**src/rtl/vv_pkg.sv**
```systemverilog
// ----------------------------------------------------------------------------
// vv_pkg: shared types, constants and helpers for the Verlet atom update
// Register indexes, reset values, fixed-point widths and saturation.
// ----------------------------------------------------------------------------
package vv_pkg;

  localparam int unsigned WORD_W    = 32;
  localparam int unsigned DT_W      = 16;
  localparam int unsigned TYPE_W    = 2;
  localparam int unsigned NUM_TYPES = 4;
  localparam int unsigned INDEX_W   = 3;

  // Configuration register indexes
  localparam logic [INDEX_W-1:0] REG_TIME_STEP = 3'd0;
  localparam logic [INDEX_W-1:0] REG_INV_MASS0 = 3'd1;
  localparam logic [INDEX_W-1:0] REG_INV_MASS1 = 3'd2;
  localparam logic [INDEX_W-1:0] REG_INV_MASS2 = 3'd3;
  localparam logic [INDEX_W-1:0] REG_INV_MASS3 = 3'd4;

  // Reset values: dt of 328/65536, unit reciprocal mass
  localparam logic [DT_W-1:0]   TIME_STEP_RST = 16'd328;
  localparam logic [WORD_W-1:0] INV_MASS_RST  = 32'd65536;

  localparam logic signed [WORD_W-1:0] SAT_MAX = 32'sh7FFF_FFFF;
  localparam logic signed [WORD_W-1:0] SAT_MIN = 32'sh8000_0000;

  typedef enum logic {
    KIND_INITIAL = 1'b0,  // kick then drift
    KIND_FINAL   = 1'b1   // kick only
  } kind_t;

  typedef logic [NUM_TYPES-1:0][WORD_W-1:0] inv_mass_tbl_t;

  // Clamp a 48-bit signed value to 32 bits
  function automatic logic signed [31:0] sat48(input logic signed [47:0] a);
    logic fits;
    fits = (a[47:31] == {17{a[47]}});
    if (fits) begin
      return a[31:0];
    end else if (a[47]) begin
      return SAT_MIN;
    end else begin
      return SAT_MAX;
    end
  endfunction

  // Clamp a 33-bit signed value to 32 bits
  function automatic logic signed [31:0] sat33(input logic signed [32:0] a);
    logic fits;
    fits = (a[32] == a[31]);
    if (fits) begin
      return a[31:0];
    end else if (a[32]) begin
      return SAT_MIN;
    end else begin
      return SAT_MAX;
    end
  endfunction

endpackage

```
**src/rtl/vv_regs.sv**
```systemverilog
// ----------------------------------------------------------------------------
// vv_regs: configuration register file
// Holds the time step and the four per-type reciprocal masses.
// ----------------------------------------------------------------------------
module vv_regs
  import vv_pkg::*;
(
  input  logic                 clk,
  input  logic                 rst,
  input  logic                 cfg_valid,
  output logic                 cfg_ready,
  input  logic [INDEX_W-1:0]   cfg_index,
  input  logic [WORD_W-1:0]    cfg_data,
  output logic [DT_W-1:0]      time_step,
  output inv_mass_tbl_t        inv_mass
);

  logic wr;

  // Writes are always taken
  assign cfg_ready = 1'b1;
  assign wr        = cfg_valid && cfg_ready;

  // Register writes; unknown indexes are dropped
  always_ff @(posedge clk) begin
    if (rst) begin
      time_step <= TIME_STEP_RST;
      inv_mass  <= {NUM_TYPES{INV_MASS_RST}};
    end else if (wr) begin
      case (cfg_index)
        REG_TIME_STEP: time_step   <= cfg_data[DT_W-1:0];
        REG_INV_MASS0: inv_mass[0] <= cfg_data;
        REG_INV_MASS1: inv_mass[1] <= cfg_data;
        REG_INV_MASS2: inv_mass[2] <= cfg_data;
        REG_INV_MASS3: inv_mass[3] <= cfg_data;
        default: ;
      endcase
    end
  end

`ifndef NO_ASSERTIONS
  // A write past the register list changes nothing
  assert property (@(posedge clk) disable iff (rst)
    (wr && (cfg_index > REG_INV_MASS3)) |=> ($stable(time_step) && $stable(inv_mass)))
    else $error("out-of-range config write changed a register");
`endif

endmodule

```
**config.mk**
```make
export PLATFORM = sky130hd
export DESIGN_NAME = vv_regs
export DESIGN_NICKNAME = d
export VERILOG_FILES = /design/src/rtl/vv_pkg.sv /design/src/rtl/vv_regs.sv
export SDC_FILE = /design/constraint.sdc
export NUM_CORES = 1
export LEC_CHECK = 0
export BUFFER_PORTS_ARGS = -buffer_cell sky130_fd_sc_hd__buf_4
export CAP_MARGIN = 20
export CORE_ASPECT_RATIO = 1.5
export CORE_MARGIN = 4
export CORE_UTILIZATION = 46
export CTS_CLUSTER_DIAMETER = 30
export DETAILED_ROUTE_END_ITERATION = 8
export PLACE_DENSITY = 0.76
export SLEW_MARGIN = 20
export SYNTH_ARGS = -nofsm -noshare
export SYNTH_HDL_FRONTEND = slang
export SYNTH_SLANG_ARGS = --single-unit
```
**constraint.sdc**
```tcl
create_clock -name clk -period 1.3 [get_ports clk]
set_clock_uncertainty 0.05 [all_clocks]
set_input_delay 0.39 -clock clk [delete_from_list [all_inputs] [get_ports clk]]
set_output_delay 0.39 -clock clk [all_outputs]
set_load 0.02 [all_outputs]
```
==> results of run 1 <==
[power groups by stage]
stage | Clock [mW] | Combinational (mW) | Sequential [mW]
2_1_floorplan | 0 | 0.368 | 4.78
3_3_place_gp | 0 | 0.872 | 4.66
3_5_place_dp | 0 | 0.889 | 4.67
4_1_cts | 4.74 | 0.988 | 4.60
5_1_grt | 4.97 | 1.09 | 4.61
6_report | 4.71 | 1.03 | 4.60
[worst max-delay path by stage]
stage,cells past startpoint,endpoint,from,slack (ns)
final,1,inv_mass[23],inv_mass[23],-0.03
after global routing,1,inv_mass[10],inv_mass[10],-0.06
after CTS,1,inv_mass[82],inv_mass[82],-0.04
after detailed placement,3,time_step[7],cfg_index[0],-0.21
after global placement,3,time_step[12],cfg_index[0],-0.19
after floorplan,3,time_step[10],cfg_index[0],-0.04
[metal layers]
layer | vias to the layer above | GRT usage
met5 | - | 0
met4 | 0 | 0.117
met3 | 41 | 0.0676
met2 | 147 | 0.405
met1 | 2212 | 0.231
li1 | 2227 | -
[area by class of cell]
type	count	area (µm²)	share of cell area
Multi-Input combinational cell	331	2650	0.287
Timing Repair Buffer	284	2760	0.299
Clock buffer	19	433	0.0468
Clock inverter	13	138	0.0149
Sequential cell	144	3070	0.332
Tap cell	153	191	0.0207
[cell families after synthesis]
kind of cell,count (synthesis),share of synthesized area
mux,144,0.254
flops,144,0.508
buf+inv,38,0.0322
other cells,1,0.000661
simple gates,186,0.205
[registers in the layout, indices dropped and copies added, names as in the netlist]
| signal | cells |
|---|---|
| time_step | 16 |
| inv_mass | 128 |
[synthesized netlist by cell type (all sizes together)]
cell type,n
nand2b,168
dfxtp,144
mux2i,144
buf,20
clkbuf,18
nor2,11
nand4bb,3
and4bb,1
conb,1
nand4b,1
nor4b,1
or4b,1
[metrics by stage]
stage | instances | TNS (ns) | hold WS, ns | utilization
finish | 944 | -1.03 | 0.217 | 0.769
global route | 944 | -5.40 | 0.225 | 0.769
CTS | 905 | -2.82 | 0.202 | 0.744
detailed placement | 836 | -19.98 | 0.410 | 0.614
global placement | 836 | -16.15 | 0.410 | 0.614
floorplan | 513 | -0.364 | 0.495 | -
[timing repair]
| action | in CTS | in global routing |
|---|---|---|
| setup endpoints to repair | 144 | 144 |
| pin swaps | 0 | 0 |
| resized for setup | 288 | 1 |
| cloned | 0 | 0 |
| hold buffers | 0 | 0 |
| buffers inserted | 37 | 39 |
==> run_results.csv, run 1 <==
group,metric,value,unit
global_route,grtUsageTotal,0.223,
synth,avgSynthCellArea,11.1,µm²
timing,fin_crit,1.33,ns
critical_path,r2r-start,"inv_mass[91]",
final_layout,fillCellCount,732,
final_layout,most-common-layout-cells,"168 x nand2b_1, 144 x mux2i_1, 144 x buf_6",
route,viasPerCell,4.90,
flow_run,cap_violations,0,
synth,syn_nets,551,
power,cellPowerDensity,1120,mW/mm²
clocking,cts_max_path_buffers,2,
floorplan,core-area,0.0120,mm²
synth,netlist_instances,513,
critical_path,required,0.86,ns
critical_path,critPathMaxStageDelay,0.36,ns
place,pre_cts_ws,-0.214,ns
final_layout,syn2layout_area_growth,62.8,%
clocking,clk_latency,0.41,ns
floorplan,start_util,0.472,
power,power_frac_seq,0.445,
timing,rsz0062_at_grt,"true",
global_route,grt_pass1_wl,24800,µm
place,dp_hpwl,10600,µm
power,p_sw,2.43,mW
place,placed_cell_area,0.00738,mm²
clocking,clock-sinks,144,
route,met3WireLength,914,µm
route,drt_iter0_markers,96,
final_layout,drive_above_1_share,0.585,
route,wl_per_cell,17.4,µm
timing,final_max_slew_viol_count,0,
power,power,10.3,mW
synth,synth_top_area_frac,0.508,
route,via_count,4627,
floorplan,die_h,144,µm
critical_path,regToRegSetupSlack,0.41,ns
route,totalWireLength,16400,µm
power,leakage,4.55,nW
synth,netlist_area,0.00568,mm²
hold_path,min_to,"time_step[8]",
hold_path,hold_depth,3,
critical_path,worstSetupStartpointType,"flip-flop",
critical_path,worst-path-max-fanout,2,
synth,synth_area_leaders,"dfxtp_1 51%, mux2i_1 25%, nand2b_1 19%",
final_layout,antenna_cells,0,
timing,timing.final.crit_share,1.02,
synth,synth_cell_types,15,
timing,setup_viol,108,
synth,yosysSeqAreaShare,0.508,
route,routed.top_layer,"met4",
power,p_clk_frac,0.455,
route,detail-route-antenna-nets,0,
synth,yosys_warnings,0,
global_route,grt_max_degree,65,
synth,yosysTopAreaCell,"dfxtp_1",
critical_path,crit_arrival,0.89,ns
critical_path,worstSetupPathType,"flip-flop to output pin",
critical_path,critical_path_buf_inv_count,1,
status,status,"complete, but fails checks",
floorplan,fp.dieW,98.7,µm
floorplan,ios,183,
power,ir_worst_vdd,0.842,mV
critical_path,critPathTopFamily,"flip-flops",
timing,max_freq,752,MHz
power,power_switching_share,0.235,
critical_path,end_kind,"output pin",
hold_path,min_from,"cfg_data[8]",
hold_path,hp-class,"input port to flip-flop",
clocking,numCtsBuffers,17,
clocking,cts.clk_slew.worst_paths,0.06,ns
critical_path,r2r_end,"inv_mass[91]",
status,violations,"setup timing",
final_layout,final_nets,816,
floorplan,fp-row-count,49,
power,pwr-share-comb,0.099,
clocking,cts_max_level,4,
final_layout,final_common_cell,"nand2b_1",
place,place_congestion,0.799,
critical_path,crit_chain,"buf_6",
clocking,cts_root_buf,"clkbuf_16",
critical_path,critPathSlowestCell,"dfxtp_4",
synth,synth_seq_cells,144,
floorplan,dieArea,0.0142,mm²
critical_path,r2r.worst_path.cells,4,
clocking,cts_tree,"done",
global_route,grt_pass1_vias,4771,
global_route,antenna_found_initial,0,
route,first_pass_iters,4,
route,drc,0,
timing,setup_ws,-0.0300,ns
place,portBuffers,181,
route,drt-met1-wl,6050,µm
final_layout,final_area,0.00924,mm²
timing,final_hold_viol_count,0,
route,wl_met2,8790,µm
global_route,overflow,0,
power,p_int,7.91,mW
Note: power is estimated with default switching activity, not from simulation.
==> run 2, diff against run 1 <==
--- a/config.mk
+++ b/config.mk
@@ -10,6 +10,7 @@
 export CORE_ASPECT_RATIO = 1.5
 export CORE_MARGIN = 4
 export CORE_UTILIZATION = 46
+export CTS_BUF_LIST = sky130_fd_sc_hd__clkbuf_4 sky130_fd_sc_hd__clkbuf_8 sky130_fd_sc_hd__clkbuf_16
 export CTS_CLUSTER_DIAMETER = 30
 export DETAILED_ROUTE_END_ITERATION = 8
 export PLACE_DENSITY = 0.76
==> run 2 against run 1 <==
Compared with the run above: the run still ends with setup timing left; routed wire length decreased by 0.46%; core utilization increased by 0.12 points; first-iteration DRC count increased by 23%; design area increased by 0.16%; non-clock buffer count increased by 1; hold slack improved by 0.0034 ns; total power increased by 0.26%; critical path depth unchanged; clock power about the same; critical path type unchanged.
==> run_results.csv, run 2 (synthesis results as in run 1) <==
group,metric,value,unit
floorplan,start_util,0.472,
clocking,cts_tree,"done",
final_layout,regMostFlops,"inv_mass",
clocking,ctsHoldBuffers,0,
critical_path,critPathSlowestCell,"dfxtp_4",
route,via_count,4624,
timing,whs,0.220,ns
final_layout,drive_above_1_share,0.588,
place,place_congestion,0.799,
final_layout,final_area,0.00926,mm²
clocking,clock-sinks,144,
route,drt_iter0_markers,118,
hold_path,hp-class,"input port to flip-flop",
critical_path,critPathMaxStageDelay,0.36,ns
timing,max_freq,752,MHz
route,detail-route-antenna-nets,0,
timing,fin_crit,1.33,ns
timing,setup_ws,-0.0294,ns
final_layout,stdcell_count,945,
timing,timing.final.crit_share,1.02,
final_layout,most-common-layout-cells,"168 x nand2b_1, 144 x mux2i_1, 144 x buf_6",
floorplan,die_h,144,µm
place,placed_cell_area,0.00738,mm²
power,power,10.4,mW
clocking,cts_root_buf,"clkbuf_16",
global_route,grtUsageTotal,0.223,
route,first_pass_iters,4,
route,totalWireLength,16300,µm
timing,setup_viol,95,
timing,final_max_slew_viol_count,0,
critical_path,end_kind,"output pin",
final_layout,largest_register_ffs,128,
critical_path,required,0.86,ns
floorplan,dieArea,0.0142,mm²
critical_path,crit_chain,"buf_6",
final_layout,syn2layout_area_growth,63.1,%
critical_path,worst-path-max-fanout,2,
global_route,antenna_found_initial,0,
route,wl_per_cell,17.3,µm
power,leakage,4.56,nW
global_route,grt_pass1_wl,24800,µm
power,ir_worst_vdd,0.835,mV
place,dp_hpwl,10600,µm
clocking,clk_latency,0.41,ns
global_route,overflow,0,
floorplan,core-area,0.0120,mm²
timing,final_hold_viol_count,0,
floorplan,fp-row-count,49,
status,status,"complete, but fails checks",
place,portBuffers,181,
critical_path,worstSetupStartpointType,"flip-flop",
floorplan,fp.dieW,98.7,µm
route,drc,0,
timing,rsz0062_at_grt,"true",
clocking,cts_max_path_buffers,2,
critical_path,critical_path_buf_inv_count,1,
final_layout,final_common_cell,"nand2b_1",
place,dp.cells,836,
final_layout,final_nets,817,
critical_path,crit_arrival,0.89,ns
global_route,grt_pass1_vias,4785,
floorplan,ios,183,
critical_path,critPathTopFamily,"flip-flops",
route,viasPerCell,4.89,
clocking,numCtsBuffers,17,
global_route,grt_max_degree,65,
final_layout,antenna_cells,0,
status,violations,"setup timing",
clocking,cts.clk_slew.worst_paths,0.06,ns
flow_run,cap_violations,0,
final_layout,reg_top3,"inv_mass (128), time_step (16)",
power,cellPowerDensity,1120,mW/mm²
critical_path,worstSetupPathType,"flip-flop to output pin",
clocking,cts_max_level,4,
-- run 2: cell types whose count changed in the layout (fill, tap and decap cells not counted) --
| cell | before | now |
|---|---|---|
| clkbuf_4 | 0 | 2 |
| buf_4 | 133 | 134 |
| clkbuf_1 | 2 | 0 |
-- run 2: layout make-up --
cell class,count,area (µm²)
multi-input combinational,331,2650
tap,153,191
sequential,144,3070
clock buffer,19,440
clock inverter,13,138
fill,732,2760
timing repair buffer,285,2770
-- run 2: layer usage --
layer | part of all wire | track usage | up-vias
li1 | - | - | 2228
met1 | 0.37 | 0.232 | 2210
met2 | 0.54 | 0.404 | 143
met3 | 0.054 | 0.0671 | 43
met4 | 0.040 | 0.116 | 0
met5 | 0 | 0 | -
-- run 2: timing repair --
item	CTS	global route
buffers inserted	38	39
endpoints found under the setup margin	144	144
gates cloned	0	0
gates resized for setup	288	1
-- run 2: tightest hold or removal path, cell delays in order --
cell and delay [ns]:
buf_4 0.09, nor2_1 0.04, mux2i_1 0.11
-- run 2: power breakdown --
part / internal (mW) / total (mW) / switching (mW) / leakage, nW
Sequential: 4.53 / 4.61 / 0.0765 / 1.23
Combinational: 0.557 / 1.03 / 0.471 / 3.05
Clock: 2.87 / 4.73 / 1.87 / 0.280
-- run 2: through the flow --
stage	worst slack, ns	TNS (ns)	utilization
floorplan	-0.0404	-0.364	-
global placement	-0.191	-16.15	0.614
detailed placement	-0.214	-19.98	0.614
CTS	-0.0415	-2.80	0.746
global route	-0.0624	-5.39	0.770
finish	-0.0294	-0.780	0.770
-- run 2: final timing paths --
| path | from | endpoint | slack (ns) | cells past startpoint |
|---|---|---|---|---|
| setup / recovery | inv_mass[23] | inv_mass[23] | -0.03 | 1 |
| hold / removal | cfg_data[8] | time_step[8] | 0.22 | 3 |
| setup reg to reg | inv_mass[91] | inv_mass[91] | 0.41 | 4 |
| hold reg to reg | inv_mass[12] | inv_mass[12] | 0.43 | 2 |
==> run 3, diff against run 2 <==
--- a/config.mk
+++ b/config.mk
@@ -7,7 +7,6 @@
 export LEC_CHECK = 0
 export BUFFER_PORTS_ARGS = -buffer_cell sky130_fd_sc_hd__buf_4
 export CAP_MARGIN = 20
-export CORE_ASPECT_RATIO = 1.5
 export CORE_MARGIN = 4
 export CORE_UTILIZATION = 46
 export CTS_BUF_LIST = sky130_fd_sc_hd__clkbuf_4 sky130_fd_sc_hd__clkbuf_8 sky130_fd_sc_hd__clkbuf_16
==> run 3 against run 2 <==
Compared with the run above: the run still ends with setup timing left; non-clock buffer count down 12; largest cell class unchanged; register-to-register slack hardly changed; via count decreased by 0.39%; total power grew 1.5%; combinational power about the same; setup slack got worse by 0.0082 ns; design area fell by 0.31%; critical endpoint is now inv_mass[126]; routed wire length is 0.17% higher; sequential share of layout area increased by 0.10 points; highest routed layer unchanged.
==> run_results.csv, run 3 (synthesis results as in run 1) <==
group,metric,value,unit
critical_path,crit_chain,"buf_6",
floorplan,die_h,119,µm
place,placed_cell_area,0.00740,mm²
critical_path,critPathMaxStageDelay,0.36,ns
final_layout,final_area,0.00923,mm²
global_route,grtUsageTotal,0.226,
clocking,cts.clk_slew.worst_paths,0.06,ns
timing,rsz0062_at_grt,"true",
route,drc,0,
floorplan,ios,183,
timing,setup_viol,85,
global_route,top_usage_layer,"met2",
global_route,overflow,0,
global_route,grtUsageMet2,0.395,
global_route,grt_pass1_wl,25400,µm
status,violations,"setup timing",
flow_run,cap_violations,0,
floorplan,fp-row-count,40,
final_layout,antenna_cells,0,
critical_path,crit_arrival,0.90,ns
power,power,10.5,mW
power,p_clk_frac,0.465,
critical_path,critPathTopFamily,"flip-flops",
power,p_sw,2.35,mW
critical_path,critical_path_buf_inv_count,1,
floorplan,core-area,0.0121,mm²
critical_path,crit_cells,1,
power,power_switching_share,0.224,
critical_path,worst-path-max-fanout,2,
final_layout,syn2layout_area_growth,62.6,%
final_layout,reg_top3,"inv_mass (128), time_step (16)",
clocking,cts_root_buf,"clkbuf_16",
route,via_count,4606,
final_layout,drive_above_1_share,0.582,
final_layout,most-common-layout-cells,"168 x nand2b_1, 144 x mux2i_1, 144 x buf_6",
final_layout,regMostFlops,"inv_mass",
clocking,clock-sinks,144,
clocking,cts_max_path_buffers,2,
hold_path,hp-class,"input port to flip-flop",
clocking,clk_latency,0.40,ns
final_layout,final_nets,805,
critical_path,critPathSlowestCell,"dfxtp_4",
final_layout,stdcell_count,948,
clocking,cts_max_level,4,
global_route,grt_max_degree,58,
critical_path,end_kind,"output pin",
final_layout,fillCellCount,743,
floorplan,start_util,0.471,
timing,fin_setup_tns,-0.763,ns
power,leakage,4.53,nW
place,dp.cells,848,
clocking,cts_tree,"done",
timing,final_hold_viol_count,0,
global_route,grt_pass1_vias,4809,
power,cellPowerDensity,1140,mW/mm²
final_layout,largest_register_ffs,128,
status,status,"complete, but fails checks",
place,place_congestion,0.787,
route,wl_per_cell,17.3,µm
global_route,use_met3,0.0826,
clocking,ctsHoldBuffers,0,
clocking,numCtsBuffers,17,
floorplan,fp.dieW,119,µm
floorplan,dieArea,0.0142,mm²
global_route,antenna_found_initial,0,
route,drt_iter0_markers,228,
route,detail-route-antenna-nets,0,
power,ir_worst_vdd,0.980,mV
route,totalWireLength,16400,µm
critical_path,regToRegSetupSlack,0.40,ns
place,portBuffers,181,
critical_path,worstSetupStartpointType,"flip-flop",
critical_path,required,0.86,ns
final_layout,final_common_cell,"nand2b_1",
power,p_int,8.17,mW
critical_path,r2r.worst_path.cells,4,
timing,timing.final.crit_share,1.03,
place,dp_hpwl,10100,µm
global_route,grt_use_met1,0.253,
power,power_frac_seq,0.438,
critical_path,worstSetupPathType,"flip-flop to output pin",
power,pwr-share-comb,0.097,
timing,max_freq,748,MHz
timing,fin_crit,1.34,ns
route,viasPerCell,4.86,
timing,final_max_slew_viol_count,0,
hold_path,hold_depth,3,
timing,setup_ws,-0.0376,ns
route,first_pass_iters,4,
[run 3: changes by cell type in the layout (fill, tap and decap cells not counted), sizes merged]
| cell | before | now |
|---|---|---|
| clkbuf | 19 | 20 |
| buf | 285 | 273 |
| clkinv | 6 | 8 |
| clkinvlp | 3 | 1 |
| bufinv | 2 | 3 |
| inv | 2 | 0 |
[run 3: repair_timing]
item,4_1_cts,5_1_grt
hold endpoints to repair,0,0
gates resized for setup,288,1
buffers inserted,31,37
endpoints found under the setup margin,144,144
[run 3: routing by layer]
metal	routed length, µm	share of wire
met5	0	0
met4	306	0.019
met1	6350	0.39
met2	8500	0.52
met3	1210	0.074
[run 3: final cells by class]
type,count,area (µm²),share of cell area
Clock inverter,12,141,0.0153
Timing Repair Buffer,273,2700,0.293
Multi-Input combinational cell,331,2650,0.288
Tap cell,168,210,0.0228
Clock buffer,20,454,0.0492
Sequential cell,144,3070,0.332
[run 3: worst paths after layout]
kind | startpoint | endpoint
hold / removal | cfg_data[8] | time_step[8]
setup / recovery | inv_mass[126] | inv_mass[126]
setup reg to reg | inv_mass[108] | inv_mass[108]
hold reg to reg | inv_mass[30] | inv_mass[30]
[run 3: per-stage QoR]
stage	hold slack (ns)	setup slack (ns)	utilization
after CTS	0.195	-0.0425	0.742
after global routing	0.222	-0.0702	0.765
after global placement	0.410	-0.192	0.613
after detailed placement	0.418	-0.221	0.613
after floorplan	0.495	-0.0404	-
final	0.205	-0.0376	0.765
[run 3: power groups by stage]
stage	Clock, mW	Combinational [mW]	Sequential (mW)
after floorplan	0	0.368	4.78
after global placement	0	0.868	4.66
after detailed placement	0	0.885	4.67
after CTS	4.95	0.978	4.61
after global routing	5.17	1.08	4.62
final	4.90	1.02	4.61
